`config.mk`:
```
export PLATFORM = sky130hd
export DESIGN_NAME = ir_pulse_distance_frame_decoder_unit_flat
export DESIGN_NICKNAME = d
export VERILOG_FILES = /design/src/hdl/irpd_pkg.sv /design/src/hdl/irpd_pulse_if.sv /design/src/hdl/irpd_frame_if.sv /design/src/hdl/irpd_pair_decode.sv /design/src/hdl/ir_pulse_distance_frame_decoder_unit.sv /design/src/flat_wrapper.sv
export SDC_FILE = /design/constraint.sdc
export NUM_CORES = 1
export LEC_CHECK = 0
export BUFFER_PORTS_ARGS = -buffer_cell sky130_fd_sc_hd__buf_4
export CAP_MARGIN = 5
export CORE_ASPECT_RATIO = 0.6
export CORE_MARGIN = 8
export CORE_UTILIZATION = 40
export DETAILED_ROUTE_END_ITERATION = 8
export PLACE_DENSITY = 0.55
export SETUP_SLACK_MARGIN = 0.15
export SYNTH_ARGS = -nofsm -noshare
export SYNTH_HDL_FRONTEND = slang
export SYNTH_SLANG_ARGS = --single-unit
```
`constraint.sdc`:
```
create_clock -name clk -period 4.3 [get_ports clk]
set_input_delay 0.86 -clock clk [delete_from_list [all_inputs] [get_ports clk]]
set_output_delay 0.86 -clock clk [all_outputs]
set_load 0.01 [all_outputs]
```
`src/hdl/irpd_pkg.sv`:
```
// ----------------------------------------------------------------------------
// irpd_pkg
// Shared types, codes and timing constants of the IR pulse-distance decoder.
// ----------------------------------------------------------------------------
package irpd_pkg;

  localparam int TIME_W     = 15;  // nominal timing register width
  localparam int DUR_W      = 16;  // measured duration width
  localparam int TOL_W      = 9;
  localparam int CFG_IDX_W  = 3;
  localparam int DATA_FIELDS = 6;

  localparam logic [TOL_W-1:0] WIDE_TOL   = 9'd400;
  localparam logic [TOL_W-1:0] NARROW_TOL = 9'd200;

  localparam logic [7:0] BYTE_ALL_ONES = 8'hFF;

  // register reset values
  localparam logic [TIME_W-1:0] HEADER_MARK_RST  = 15'd6100;
  localparam logic [TIME_W-1:0] HEADER_SPACE_RST = 15'd7400;
  localparam logic [TIME_W-1:0] BIT_MARK_RST     = 15'd540;
  localparam logic [TIME_W-1:0] ZERO_SPACE_RST   = 15'd540;
  localparam logic [TIME_W-1:0] ONE_SPACE_RST    = 15'd1620;
  localparam logic [TIME_W-1:0] FOOTER_MARK_RST  = 15'd540;
  localparam logic [TIME_W-1:0] FOOTER_SPACE_RST = 15'd7400;

  typedef enum logic [CFG_IDX_W-1:0] {
    REG_HEADER_MARK  = 3'd0,
    REG_HEADER_SPACE = 3'd1,
    REG_BIT_MARK     = 3'd2,
    REG_ZERO_SPACE   = 3'd3,
    REG_ONE_SPACE    = 3'd4,
    REG_FOOTER_MARK  = 3'd5,
    REG_FOOTER_SPACE = 3'd6
  } reg_index_t;

  typedef enum logic [1:0] {
    STATUS_OK      = 2'd0,
    STATUS_LENGTH  = 2'd1,
    STATUS_INVALID = 2'd2
  } status_t;

  // outcome of one mark/space bit pair
  typedef struct packed {
    logic bit_val;
    logic fault;
  } pair_class_t;

  // |value - nominal| <= tol
  function automatic logic near_to(logic [DUR_W-1:0] value,
                                   logic [TIME_W-1:0] nominal,
                                   logic [TOL_W-1:0] tol);
    logic [DUR_W-1:0] nom_ext;
    logic [DUR_W-1:0] diff;
    nom_ext = {1'b0, nominal};
    diff = (value >= nom_ext) ? (value - nom_ext) : (nom_ext - value);
    return diff <= {{(DUR_W-TOL_W){1'b0}}, tol};
  endfunction

endpackage

```
`src/hdl/irpd_pulse_if.sv`:
```
// ----------------------------------------------------------------------------
// irpd_pulse_if
// Duration channel: one measured mark or space per beat.
// ----------------------------------------------------------------------------
interface irpd_pulse_if;
  logic        valid;
  logic        ready;
  logic [15:0] duration;
  logic        frame_last;

  modport source (output valid, output duration, output frame_last, input ready);
  modport sink   (input valid, input duration, input frame_last, output ready);
endinterface

```
`src/hdl/irpd_frame_if.sv`:
```
// ----------------------------------------------------------------------------
// irpd_frame_if
// Frame result channel: status and six data bytes per beat.
// ----------------------------------------------------------------------------
interface irpd_frame_if import irpd_pkg::*; ();
  logic       valid;
  logic       ready;
  status_t    status;
  logic [7:0] data_byte0;
  logic [7:0] data_byte1;
  logic [7:0] data_byte2;
  logic [7:0] data_byte3;
  logic [7:0] data_byte4;
  logic [7:0] data_byte5;

  modport source (output valid, output status, output data_byte0, output data_byte1,
                  output data_byte2, output data_byte3, output data_byte4,
                  output data_byte5, input ready);
  modport sink   (input valid, input status, input data_byte0, input data_byte1,
                  input data_byte2, input data_byte3, input data_byte4,
                  input data_byte5, output ready);
endinterface

```
`src/hdl/irpd_pair_decode.sv`:
```
// ----------------------------------------------------------------------------
// irpd_pair_decode
// Classifies one mark/space pair as a zero bit, a one bit or a fault.
// ----------------------------------------------------------------------------
module irpd_pair_decode import irpd_pkg::*; (
  input  logic [DUR_W-1:0]  mark,
  input  logic [DUR_W-1:0]  space,
  input  logic [TIME_W-1:0] bit_mark_time,
  input  logic [TIME_W-1:0] zero_space_time,
  input  logic [TIME_W-1:0] one_space_time,
  output pair_class_t       pair_class
);

  logic mark_ok;
  logic zero_ok;
  logic one_ok;

  assign mark_ok = near_to(mark, bit_mark_time, NARROW_TOL);
  assign zero_ok = near_to(space, zero_space_time, NARROW_TOL);
  assign one_ok  = near_to(space, one_space_time, WIDE_TOL);

  // zero window wins where both fit
  assign pair_class.bit_val = mark_ok && !zero_ok && one_ok;
  assign pair_class.fault   = !(mark_ok && (zero_ok || one_ok));

endmodule

```
`src/hdl/ir_pulse_distance_frame_decoder_unit.sv`:
```
// ----------------------------------------------------------------------------
// ir_pulse_distance_frame_decoder_unit
// IR pulse-distance frame decoder with complemented byte pairs.
// ----------------------------------------------------------------------------
// Takes one measured duration per beat: header mark and space, PACKET_BYTES*8
// mark/space bit pairs (LSB first), then footer mark, footer space and footer
// mark (197 beats at the default of 12 bytes). Every even byte must be the
// complement of the following odd byte; the odd bytes are the data. On the
// beat flagged frame_last one result beat leaves with a status (ok, wrong
// length, invalid timing/complement; length wins) and up to six data bytes,
// all zero unless the status is ok. A duration is accepted every clock unless
// stalled: the whole per-beat check is one pass of compare logic between the
// duration input and the state/result registers, so the result appears in the
// cycle after the last duration. The result sits in an output register; input
// is stalled only while that register is full and its beat is not taken. The
// user must write timing registers via cfg_write/cfg_index/cfg_data only while
// the unit is idle (not enforced); indexes past the register list are ignored.
// ----------------------------------------------------------------------------
module ir_pulse_distance_frame_decoder_unit import irpd_pkg::*; #(
  parameter int PACKET_BYTES = 12   // 2..12
) (
  input  logic                 clk,
  input  logic                 rst,
  irpd_pulse_if.sink           pulse,
  irpd_frame_if.source         frame,
  input  logic                 cfg_write,
  input  logic [CFG_IDX_W-1:0] cfg_index,
  input  logic [TIME_W-1:0]    cfg_data
);

  // frame layout, in beats
  localparam int BIT_PAIRS   = PACKET_BYTES * 8;
  localparam int FRAME_ITEMS = 2 + 2 * BIT_PAIRS + 3;
  localparam int NUM_DATA    = PACKET_BYTES / 2;

  localparam logic [7:0] BITS_END     = 8'(2 + 2 * BIT_PAIRS);
  localparam logic [7:0] FRAME_LEN    = 8'(FRAME_ITEMS);
  localparam logic [7:0] FOOT_MARK_A  = 8'(FRAME_ITEMS - 3);
  localparam logic [7:0] FOOT_SPACE   = 8'(FRAME_ITEMS - 2);
  localparam logic [7:0] FOOT_MARK_B  = 8'(FRAME_ITEMS - 1);
  localparam logic [7:0] COUNT_MAX    = 8'hFF;

  // timing registers
  logic [TIME_W-1:0] header_mark_time;
  logic [TIME_W-1:0] header_space_time;
  logic [TIME_W-1:0] bit_mark_time;
  logic [TIME_W-1:0] zero_space_time;
  logic [TIME_W-1:0] one_space_time;
  logic [TIME_W-1:0] footer_mark_time;
  logic [TIME_W-1:0] footer_space_time;

  // frame state
  logic [7:0]       item_count, item_count_next;
  logic [DUR_W-1:0] held_mark, held_mark_next;
  logic [7:0]       bit_shifter, bit_shifter_next;
  logic [7:0]       complement_byte, complement_byte_next;
  logic             invalid_seen, invalid_seen_next;
  logic [7:0]       data_store [DATA_FIELDS];
  logic             store_we;
  logic [2:0]       store_slot;

  // result register
  logic       out_valid;
  status_t    out_status, status_next;
  logic [7:0] out_data [DATA_FIELDS];
  logic [7:0] data_next [DATA_FIELDS];

  logic        accept;
  logic [7:0]  pos;         // position within the bit-pair section
  logic        item_fault;
  pair_class_t pair_class;

  assign pulse.ready = !out_valid || frame.ready;
  assign accept      = pulse.valid && pulse.ready;

  // -- configuration ---------------------------------------------------------
  always_ff @(posedge clk) begin
    if (rst) begin
      header_mark_time  <= HEADER_MARK_RST;
      header_space_time <= HEADER_SPACE_RST;
      bit_mark_time     <= BIT_MARK_RST;
      zero_space_time   <= ZERO_SPACE_RST;
      one_space_time    <= ONE_SPACE_RST;
      footer_mark_time  <= FOOTER_MARK_RST;
      footer_space_time <= FOOTER_SPACE_RST;
    end else if (cfg_write) begin
      unique case (cfg_index)
        REG_HEADER_MARK:  header_mark_time  <= cfg_data;
        REG_HEADER_SPACE: header_space_time <= cfg_data;
        REG_BIT_MARK:     bit_mark_time     <= cfg_data;
        REG_ZERO_SPACE:   zero_space_time   <= cfg_data;
        REG_ONE_SPACE:    one_space_time    <= cfg_data;
        REG_FOOTER_MARK:  footer_mark_time  <= cfg_data;
        REG_FOOTER_SPACE: footer_space_time <= cfg_data;
        default: ;
      endcase
    end
  end

  // -- bit pair classification (current duration is the space) --------------
  irpd_pair_decode u_pair_decode (
    .mark            (held_mark),
    .space           (pulse.duration),
    .bit_mark_time   (bit_mark_time),
    .zero_space_time (zero_space_time),
    .one_space_time  (one_space_time),
    .pair_class      (pair_class)
  );

  // -- per-beat step ---------------------------------------------------------
  // pos = item_count - 2: bit 0 selects mark/space, [3:1] bit in byte,
  // [4] even/odd byte, [7:5] data slot.
  assign pos = item_count - 8'd2;

  always_comb begin
    item_count_next      = (item_count != COUNT_MAX) ? item_count + 8'd1 : item_count;
    held_mark_next       = held_mark;
    bit_shifter_next     = bit_shifter;
    complement_byte_next = complement_byte;
    store_we             = 1'b0;
    store_slot           = pos[7:5];
    item_fault           = 1'b0;

    if (item_count == 8'd0) begin
      item_fault = !near_to(pulse.duration, header_mark_time, WIDE_TOL);
    end else if (item_count == 8'd1) begin
      item_fault = !near_to(pulse.duration, header_space_time, WIDE_TOL);
    end else if (item_count < BITS_END) begin
      if (!pos[0]) begin
        held_mark_next = pulse.duration;
      end else begin
        item_fault       = pair_class.fault;
        bit_shifter_next = {pair_class.bit_val, bit_shifter[7:1]};
        if (pos[3:1] == 3'd7) begin
          if (!pos[4]) begin
            complement_byte_next = bit_shifter_next;
          end else begin
            if ((complement_byte ^ bit_shifter_next) != BYTE_ALL_ONES) begin
              item_fault = 1'b1;
            end
            store_we = 1'b1;
          end
        end
      end
    end else if (item_count == FOOT_MARK_A) begin
      item_fault = !near_to(pulse.duration, footer_mark_time, NARROW_TOL);
    end else if (item_count == FOOT_SPACE) begin
      item_fault = !near_to(pulse.duration, footer_space_time, WIDE_TOL);
    end else if (item_count == FOOT_MARK_B) begin
      item_fault = !near_to(pulse.duration, footer_mark_time, NARROW_TOL);
    end

    invalid_seen_next = invalid_seen || item_fault;

    // result of a frame ending on this beat; length error wins
    if (item_count_next != FRAME_LEN) begin
      status_next = STATUS_LENGTH;
    end else if (invalid_seen_next) begin
      status_next = STATUS_INVALID;
    end else begin
      status_next = STATUS_OK;
    end

    // an ok frame never writes the store on its final beat
    for (int k = 0; k < DATA_FIELDS; k++) begin
      data_next[k] = (status_next == STATUS_OK && k < NUM_DATA) ? data_store[k] : 8'd0;
    end
  end

  always_ff @(posedge clk) begin
    if (rst) begin
      item_count      <= '0;
      held_mark       <= '0;
      bit_shifter     <= '0;
      complement_byte <= '0;
      invalid_seen    <= 1'b0;
    end else if (accept) begin
      held_mark       <= held_mark_next;
      complement_byte <= complement_byte_next;
      if (pulse.frame_last) begin
        item_count   <= '0;
        bit_shifter  <= '0;
        invalid_seen <= 1'b0;
      end else begin
        item_count   <= item_count_next;
        bit_shifter  <= bit_shifter_next;
        invalid_seen <= invalid_seen_next;
      end
    end
  end

  // data bytes, written when an odd byte completes
  always_ff @(posedge clk) begin
    if (accept && store_we && (32'(store_slot) < DATA_FIELDS)) begin
      data_store[store_slot] <= bit_shifter_next;
    end
  end

  // -- result register -------------------------------------------------------
  always_ff @(posedge clk) begin
    if (rst) begin
      out_valid <= 1'b0;
    end else if (accept && pulse.frame_last) begin
      out_valid <= 1'b1;
    end else if (frame.ready) begin
      out_valid <= 1'b0;
    end
  end

  always_ff @(posedge clk) begin
    if (accept && pulse.frame_last) begin
      out_status <= status_next;
      out_data   <= data_next;
    end
  end

  assign frame.valid      = out_valid;
  assign frame.status     = out_status;
  assign frame.data_byte0 = out_data[0];
  assign frame.data_byte1 = out_data[1];
  assign frame.data_byte2 = out_data[2];
  assign frame.data_byte3 = out_data[3];
  assign frame.data_byte4 = out_data[4];
  assign frame.data_byte5 = out_data[5];

endmodule
```
`src/flat_wrapper.sv`:
```
// flat-port wrapper written by rule: the top's interface ports become plain ports
module ir_pulse_distance_frame_decoder_unit_flat import irpd_pkg::*;
#(
  parameter int PACKET_BYTES = 12           
)
  (clk, rst, cfg_write, cfg_index, cfg_data, pulse_valid, pulse_duration, pulse_frame_last, pulse_ready, frame_valid, frame_status, frame_data_byte0, frame_data_byte1, frame_data_byte2, frame_data_byte3, frame_data_byte4, frame_data_byte5, frame_ready);
  irpd_pulse_if pulse_i ();
  irpd_frame_if frame_i ();
  input  logic clk;
  input  logic rst;
  input  logic cfg_write;
  input  logic [CFG_IDX_W-1:0] cfg_index;
  input  logic [TIME_W-1:0] cfg_data;
  input wire logic [$bits(pulse_i.valid)-1:0] pulse_valid;
  input wire logic [$bits(pulse_i.duration)-1:0] pulse_duration;
  input wire logic [$bits(pulse_i.frame_last)-1:0] pulse_frame_last;
  output wire logic [$bits(pulse_i.ready)-1:0] pulse_ready;
  output wire logic [$bits(frame_i.valid)-1:0] frame_valid;
  output wire logic [$bits(frame_i.status)-1:0] frame_status;
  output wire logic [$bits(frame_i.data_byte0)-1:0] frame_data_byte0;
  output wire logic [$bits(frame_i.data_byte1)-1:0] frame_data_byte1;
  output wire logic [$bits(frame_i.data_byte2)-1:0] frame_data_byte2;
  output wire logic [$bits(frame_i.data_byte3)-1:0] frame_data_byte3;
  output wire logic [$bits(frame_i.data_byte4)-1:0] frame_data_byte4;
  output wire logic [$bits(frame_i.data_byte5)-1:0] frame_data_byte5;
  input wire logic [$bits(frame_i.ready)-1:0] frame_ready;
  assign pulse_i.valid = pulse_valid;
  assign pulse_i.duration = pulse_duration;
  assign pulse_i.frame_last = pulse_frame_last;
  assign pulse_ready = pulse_i.ready;
  assign frame_valid = frame_i.valid;
  assign frame_status = frame_i.status;
  assign frame_data_byte0 = frame_i.data_byte0;
  assign frame_data_byte1 = frame_i.data_byte1;
  assign frame_data_byte2 = frame_i.data_byte2;
  assign frame_data_byte3 = frame_i.data_byte3;
  assign frame_data_byte4 = frame_i.data_byte4;
  assign frame_data_byte5 = frame_i.data_byte5;
  assign frame_i.ready = frame_ready;
  ir_pulse_distance_frame_decoder_unit #(.PACKET_BYTES(PACKET_BYTES)) u_core (.clk(clk), .rst(rst), .pulse(pulse_i), .frame(frame_i), .cfg_write(cfg_write), .cfg_index(cfg_index), .cfg_data(cfg_data));
endmodule
```
# == Word level (Yosys, flattened, before mapping) ==
# Memory sizes are Yosys's and may differ from the RTL's. A register that Yosys moved wholly into a read port is not among the register bits.
# Index checks and enable logic that the tools add are counted.
# W data, S select, Z words.
# classes
addsub,16
magnitude_cmp,16
n_eq_ne,14
n_mux,37
bitwise,5
n_reduce_logical,36
# op_table
cell,count
$ge A16 B15 Y1,7
$mux W16,7
$sub A15 B16 Y16,7
$sub A16 B15 Y16,7
$le A16 B9 Y1 const B,4
$mux W8,7
$le A16 B8 Y1 const B,3
$eq A8 B8 Y1 const B,3
$ne A8 B8 Y1 const B,3
$mux W1,21
$reduce_and A2 Y1,7
$logic_not A1 Y1,13
$eq A3 B3 Y1 const B,4
$add A8 B1 Y8 const B,1
$eq A8 B1 Y1 const B,1
$logic_not A8 Y1,1
$lt A8 B8 Y1 const B,1
$sub A8 B2 Y8 const B,1
$xor A8 B8 Y8,1
$logic_and A1 B1 Y1,7
$reduce_and A7 Y1,1
$eq A3 B2 Y1 const B,2
$reduce_and A5 Y1,1
$mux W2,2
7 further kinds,12
# word_totals
reg_bits,149
ramBits,48
in_bits,40
n_memories,1
# memory_table
memory,depth,width,read_ports,rd_ports_with_merged_regs,write_ports,line_no,text
u_core.data_store,6,8,6,6,1,ir_pulse_distance_frame_decoder_unit.sv:58,logic [7:0] data_store [DATA_FIELDS];

# == Logic depth before layout (Yosys ltp) ==
# logic_depth
ltp_word,20
ltp_mapped,19
depth_no_buf,14

# == Cells and area by module ==
# Synthesis repeated with hierarchy kept, for this count alone.
# hier_totals
cells_unflattened,2479
area_unflattened_um2,20115.5
# by_module_without_submodules
module,instances,cells_per_inst,area_per_inst_um2
ir_pulse_distance_frame_decoder_unit,1,1859,15748.9
irpd_pair_decode,1,620,4366.7

# == Least setup slack after synthesis ==
# Ideal clock, no wire load.
# synth_path
kind,input -> register
start,in pulse_duration[10]
end,"reg u_core.out_data, in the netlist u_core.frame.data_byte0[0], read port of u_core.data_store (data pin)"
arrival_time_ns,4.188
required_time_ns,4.022
setup_slack_ns,-0.167
stages,16
path_buffers,4
path_cell_list,inv_1 > ha_1 > clkbuf_1 > nand2_1 > or3_1 > o211ai_1 > buf_4 > buf_2 > nor2_1 > a221oi_1 > xor2_1 > a311oi_1 > nor2_1 > a21boi_1 > clkbuf_1 > a211oi_2
# synth_between
elab_chain_len,20
word_cells_on_any_way,57
cone_classes,12 x add/sub; 12 x order compare; 1 x eq/ne; 18 x mux; 1 x bitwise; 13 x reduce/logical
# synth_lines
item,line_no,text
from (decl),flat_wrapper.sv:15,input wire logic [$bits(pulse_i.duration)-1:0] pulse_duration;
"$sub A15 B16 Y16, or another cell as far along",irpd_pkg.sv:56,diff = (value >= nom_ext) ? (value - nom_ext) : (nom_ext - value);
$mux W16,irpd_pkg.sv:56,
$le A16 B8 Y1,irpd_pkg.sv:57,"return diff <= {{(DUR_W-TOL_W){1'b0}}, tol};"
$logic_not A1 Y1,irpd_pair_decode.sv:23,assign pair_class.bit_val = mark_ok && !zero_ok && one_ok;
$logic_and A1 B1 Y1 (2 in a row),irpd_pair_decode.sv:23,
$xor A8 B8 Y8,ir_pulse_distance_frame_decoder_unit.sv:138,if ((complement_byte ^ bit_shifter_next) != BYTE_ALL_ONES) begin
$ne A8 B8 Y1,ir_pulse_distance_frame_decoder_unit.sv:138,
$mux W1,ir_pulse_distance_frame_decoder_unit.sv:138,
[... 3 more ...],--,
$mux W1,ir_pulse_distance_frame_decoder_unit.sv:128,end else if (item_count < BITS_END) begin
$mux W1,ir_pulse_distance_frame_decoder_unit.sv:126,end else if (item_count == 8'd1) begin
$mux W1 (*),ir_pulse_distance_frame_decoder_unit.sv:124,if (item_count == 8'd0) begin
$logic_or A1 B1 Y1 (*),ir_pulse_distance_frame_decoder_unit.sv:153,invalid_seen_next = invalid_seen || item_fault;
$mux W2 (*),ir_pulse_distance_frame_decoder_unit.sv:158,end else if (invalid_seen_next) begin
$mux W2 (*),ir_pulse_distance_frame_decoder_unit.sv:156,if (item_count_next != FRAME_LEN) begin
$logic_not A2 Y1 (*),ir_pulse_distance_frame_decoder_unit.sv:166,data_next[k] = (status_next == STATUS_OK && k < NUM_DATA) ? data_store[k] : 8'd0;
$logic_not A1 Y1 (no line) (*),--,
to (decl),ir_pulse_distance_frame_decoder_unit.sv:65,logic [7:0] out_data [DATA_FIELDS];
# Every way passes the cells marked *; elsewhere a longest branch is shown, timed or not.
# A chain may end at the register's enable or synchronous reset.

# == Final worst setup path ==
# layout_path
start,in pulse_duration[8]
end,reg u_core.out_status[1] (netlist: u_core.frame.status[1]) (data pin)
# layout_between
elab_chain_len,18
word_cells_on_any_way,55
cone_classes,12 x add/sub; 12 x order compare; 1 x eq/ne; 18 x mux; 1 x bitwise; 11 x reduce/logical
# layout_lines
item,line_no,text
"$sub A15 B16 Y16, or another cell as far along",irpd_pkg.sv:56,
$mux W16,irpd_pkg.sv:56,
$le A16 B8 Y1,irpd_pkg.sv:57,
$logic_not A1 Y1,irpd_pair_decode.sv:23,
$logic_and A1 B1 Y1 (2 in a row),irpd_pair_decode.sv:23,
$xor A8 B8 Y8,ir_pulse_distance_frame_decoder_unit.sv:138,
$ne A8 B8 Y1,ir_pulse_distance_frame_decoder_unit.sv:138,
$mux W1,ir_pulse_distance_frame_decoder_unit.sv:138,
[... 2 more ...],--,
$mux W1,ir_pulse_distance_frame_decoder_unit.sv:129,if (!pos[0]) begin
$mux W1,ir_pulse_distance_frame_decoder_unit.sv:128,
$mux W1,ir_pulse_distance_frame_decoder_unit.sv:126,
$mux W1 (*),ir_pulse_distance_frame_decoder_unit.sv:124,
$logic_or A1 B1 Y1 (*),ir_pulse_distance_frame_decoder_unit.sv:153,
$mux W2 (*),ir_pulse_distance_frame_decoder_unit.sv:158,
$mux W2 (*),ir_pulse_distance_frame_decoder_unit.sv:156,
named net u_core.status_next[1],ir_pulse_distance_frame_decoder_unit.sv:64,"status_t out_status, status_next;"
to (signal assigned),ir_pulse_distance_frame_decoder_unit.sv:212,out_status <= status_next;
to (decl),ir_pulse_distance_frame_decoder_unit.sv:64,
# Mark *: on every way through the listed nets, which the timed path passes. The rest lies on a longest branch.

==> results.md <==
* Max_cap viols at 0
* Vias in the first global route at around 20000
* Initial antenna violation count at 3
* M1 wire length at approximately 41000 um
* Final Cycle Share at 0.978
* CTS tree: built
* Final hold violations at 0
* EDFF count, synth at between 90 and 100
* Floorplan core area at 49400 um2
* Final wirelength at roughly 81000 um
* Top cells by area, synth: dfxtp_1, edfxtp_1, ha_1
* Total global-route track usage at 0.267
* Max layer used: met4
* DR vias/cell at roughly 5.7
* Met2 wire len at around 31000 um
* Highest clock rate at about 240 MHz
* Leak at ~12 nW
* IO Count at about 90
* Final setup fails at 0
* #FFs+latches synth at 245
* Worst Setup Path Type: input pin to flop
* Post-Syn Area at roughly 20000 um2
* CP max stage cell: a2111oi_0
* Slew Limit Fails at 0
* Peak VDD IR at roughly 0.28 mV
* DR pass1 iterations at 6
* Crit path max fanout at 10
* Critical path arrival at 4530 ps
* Placer congestion estimate at between 0.9 and 1
* Seq/Total Area, Yosys at 0.294
* Hold Buf Count CTS at 0
* # DRC at 0
* Worst Tran Pin Value at roughly 1300 ps
* Hold depth at 2
* Synthesized area per cell at 7.98 um2
* Top cell type's share of synthesized area at 0.147
* Routed Antenna Nets at 0
* TNS Setup at 0 ps
* Normalized max-slew margin at 0.144
* Htree depth at 1
* Die Y at around 190 um
* DIE AREA at about 58000 um2
* R2R depth at 15
* CP Cell Sequence: buf_4 -> clkinvlp_4 -> buf_4 -> buf_4 -> ha_1 -> buf_4 -> nand4_1 -> a2111oi_0 -> a211oi_1 -> xnor2_1 -> a31oi_1 -> a22o_2 -> or3b_4 -> o21ai_4 -> buf_12 -> nand2_1 -> o21a_1
* Layout cell share with drive strength beyond 1 at 0.301
* Register Area at between 5000 and 6000 um2
* CTS clk-pin slew, worst paths at around 70 ps
* Max Buffers Root-to-Sink at 3
* First-pass GRT wire length at between 100000 and 150000 um
* Ys flop type: dfxtp_1
* Synth async-reset ratio at 0
* Met3 Wirelength at slightly below 8000 um
* Largest net degree at the start of global routing at 85
* Die width at ~300 um
* Kind of end point of the critical path: flop
* Syn Inst Count at approximately 2500
* Setup Skew at approximately 29 ps
* Input/output buffers at 91
* Total grt overflow at 0
* Status: completed
* Standard-cell row count at between 60 and 70
* Tmin final at roughly 4200 ps
* Initial detailed-routing violation count at around 2300
* Synth cell types at 86
* Synth warn at 0
* CP max stage delay at 560 ps
* CTS root buffer: clkbuf_16
* DR WL/cell at around 22 um
* RSZ-0062 raised after global routing: true
* Layout filler cell count at between 4000 and 5000
* Via count at 21300
* Nets at 3295
* Type of origin of the critical path: input pin
* Number of buffers created by CTS at 26
* Pwr/cell area at around 260 nW/um2
* Hold/Removal Path Class: flop to flop
* Hpwl dp at between 60000 and 70000 um
* Synthesized Nets at around 2800
* Clock Sinks at around 250
* Synth-to-layout area growth at 37.9%
* Crit path required time at 4630 ps
* Later-pin clock latency in the skew report at slightly below 600 ps
* Most frequent CP cell: buf_4
* Hold Worst Slack at between 400 and 500 ps
* Footprint of the multi-input gates at about 14000 um2
* Area leader, netlist: dfxtp_1
* Initial Util at 0.405
## per-stage QoR
stage / instances / setup slack, ps / power (W) / area (um2) / util
global route: 3711 / -44.9 / 0.00743 / 27600 / 0.558
CTS: 3688 / 112 / 0.00701 / 26700 / 0.540
finish: 3712 / 92.6 / 0.00714 / 27600 / 0.558
floorplan: 2507 / 126 / 0.00366 / 20400 / -
detailed placement: 3616 / -866 / 0.00459 / 25200 / 0.509
global placement: 3616 / -948 / 0.00458 / 25200 / 0.509
## what timing repair did
item,CTS,global route
setup buffers,22,20
gates resized for setup,98,160
pin swaps,18,44
endpoints found under the setup margin,50,57
gates cloned,2,3
## final cells by class
cell class | instances | share of cell area
tap | 650 | 0.0295
sequential | 245 | 0.214
clock buffer | 32 | 0.0244
timing repair buffer | 639 | 0.191
inverter | 200 | 0.0286
clock inverter | 16 | 0.00621
antenna | 1 | 0.0000907
multi-input combinational | 1929 | 0.507
## power by group
| group | internal, W | switching [W] | leakage (nW) |
|---|---|---|---|
| logic | 0.00106 | 0.00127 | 9.44 |
| registers | 0.00246 | 0.0000377 | 2.08 |
| clock network | 0.00125 | 0.00106 | 0.394 |
| total | 0.00477 | 0.00237 | 11.9 |
## sequential cells by signal, summed over array words and instances, names as in the netlist, 15 cells and up
signal and count:
u_core.bit_mark_time 15, u_core.data_store 48, u_core.footer_mark_time 15, u_core.footer_space_time 15
u_core.header_mark_time 15, u_core.header_space_time 15, u_core.held_mark 16, u_core.one_space_time 15
u_core.zero_space_time 15
## Yosys cell counts, types with 35 or more instances
cell type / n
dfxtp_1: 147
clkbuf_1: 102
xor2_1: 43
xnor2_1: 43
inv_1: 200
nor2_1: 236
nand3_1: 36
o21ai_0: 111
nand2_1: 279
ha_1: 214
edfxtp_1: 98
nor3_1: 35
a21oi_1: 262
a21o_1: 59
nand4_1: 63
## kinds of logic (layout without fill, tap and decap cells)
kind of cell | Yosys count | after routing | share of synthesized area
and+or+nand+nor | 839 | 839 | 0.200
AOI/OAI and AO/OA | 744 | 744 | 0.245
buffers and inverters | 333 | 887 | 0.0650
DFF | 245 | 245 | 0.294
adders and majority gates | 214 | 214 | 0.134
xor gates and xnor gates | 86 | 86 | 0.0376
muxes | 46 | 46 | 0.0240
other | 0 | 1 | 0
## critical path, delay by kind of cell
kind | cells | cell delay, ps
AOI/OAI and AO/OA | 6 | 1550
xor gates and xnor gates | 1 | 220
buffers and inverters | 6 | 990
and+or+nand+nor | 3 | 630
adders and majority gates | 1 | 290
## layer usage
layer | vias up | GRT usage
li1 | 10000 | -
met1 | 10300 | 0.419
met2 | 858 | 0.369
met3 | 86 | 0.0597
met4 | 0 | 0.0413
met5 | - | 0
## worst paths after layout
path	startpoint	end	slack, ps
setup / recovery	pulse_duration[8]	u_core.frame.status[1]	90
hold / removal	u_core.bit_mark_time[10]	u_core.bit_mark_time[10]	480
setup reg to reg	u_core.held_mark[2]	u_core.frame.status[1]	150
hold reg to reg	u_core.bit_mark_time[10]	u_core.bit_mark_time[10]	480
## cell usage in the layout, fill, tap and decap left out, types with 58 or more instances in the layout
master    netlist  routed
o21ai_0       111      92
nand4_1        63      63
edfxtp_1       98      98
nor2_1        236     210
a21oi_1       262     245
a21o_1         59      58
ha_1          214     188
inv_1         200     187
nand2_1       279     271
dfxtp_1       147     141
buf_4           2     584
(Power assumes the default switching activity.)
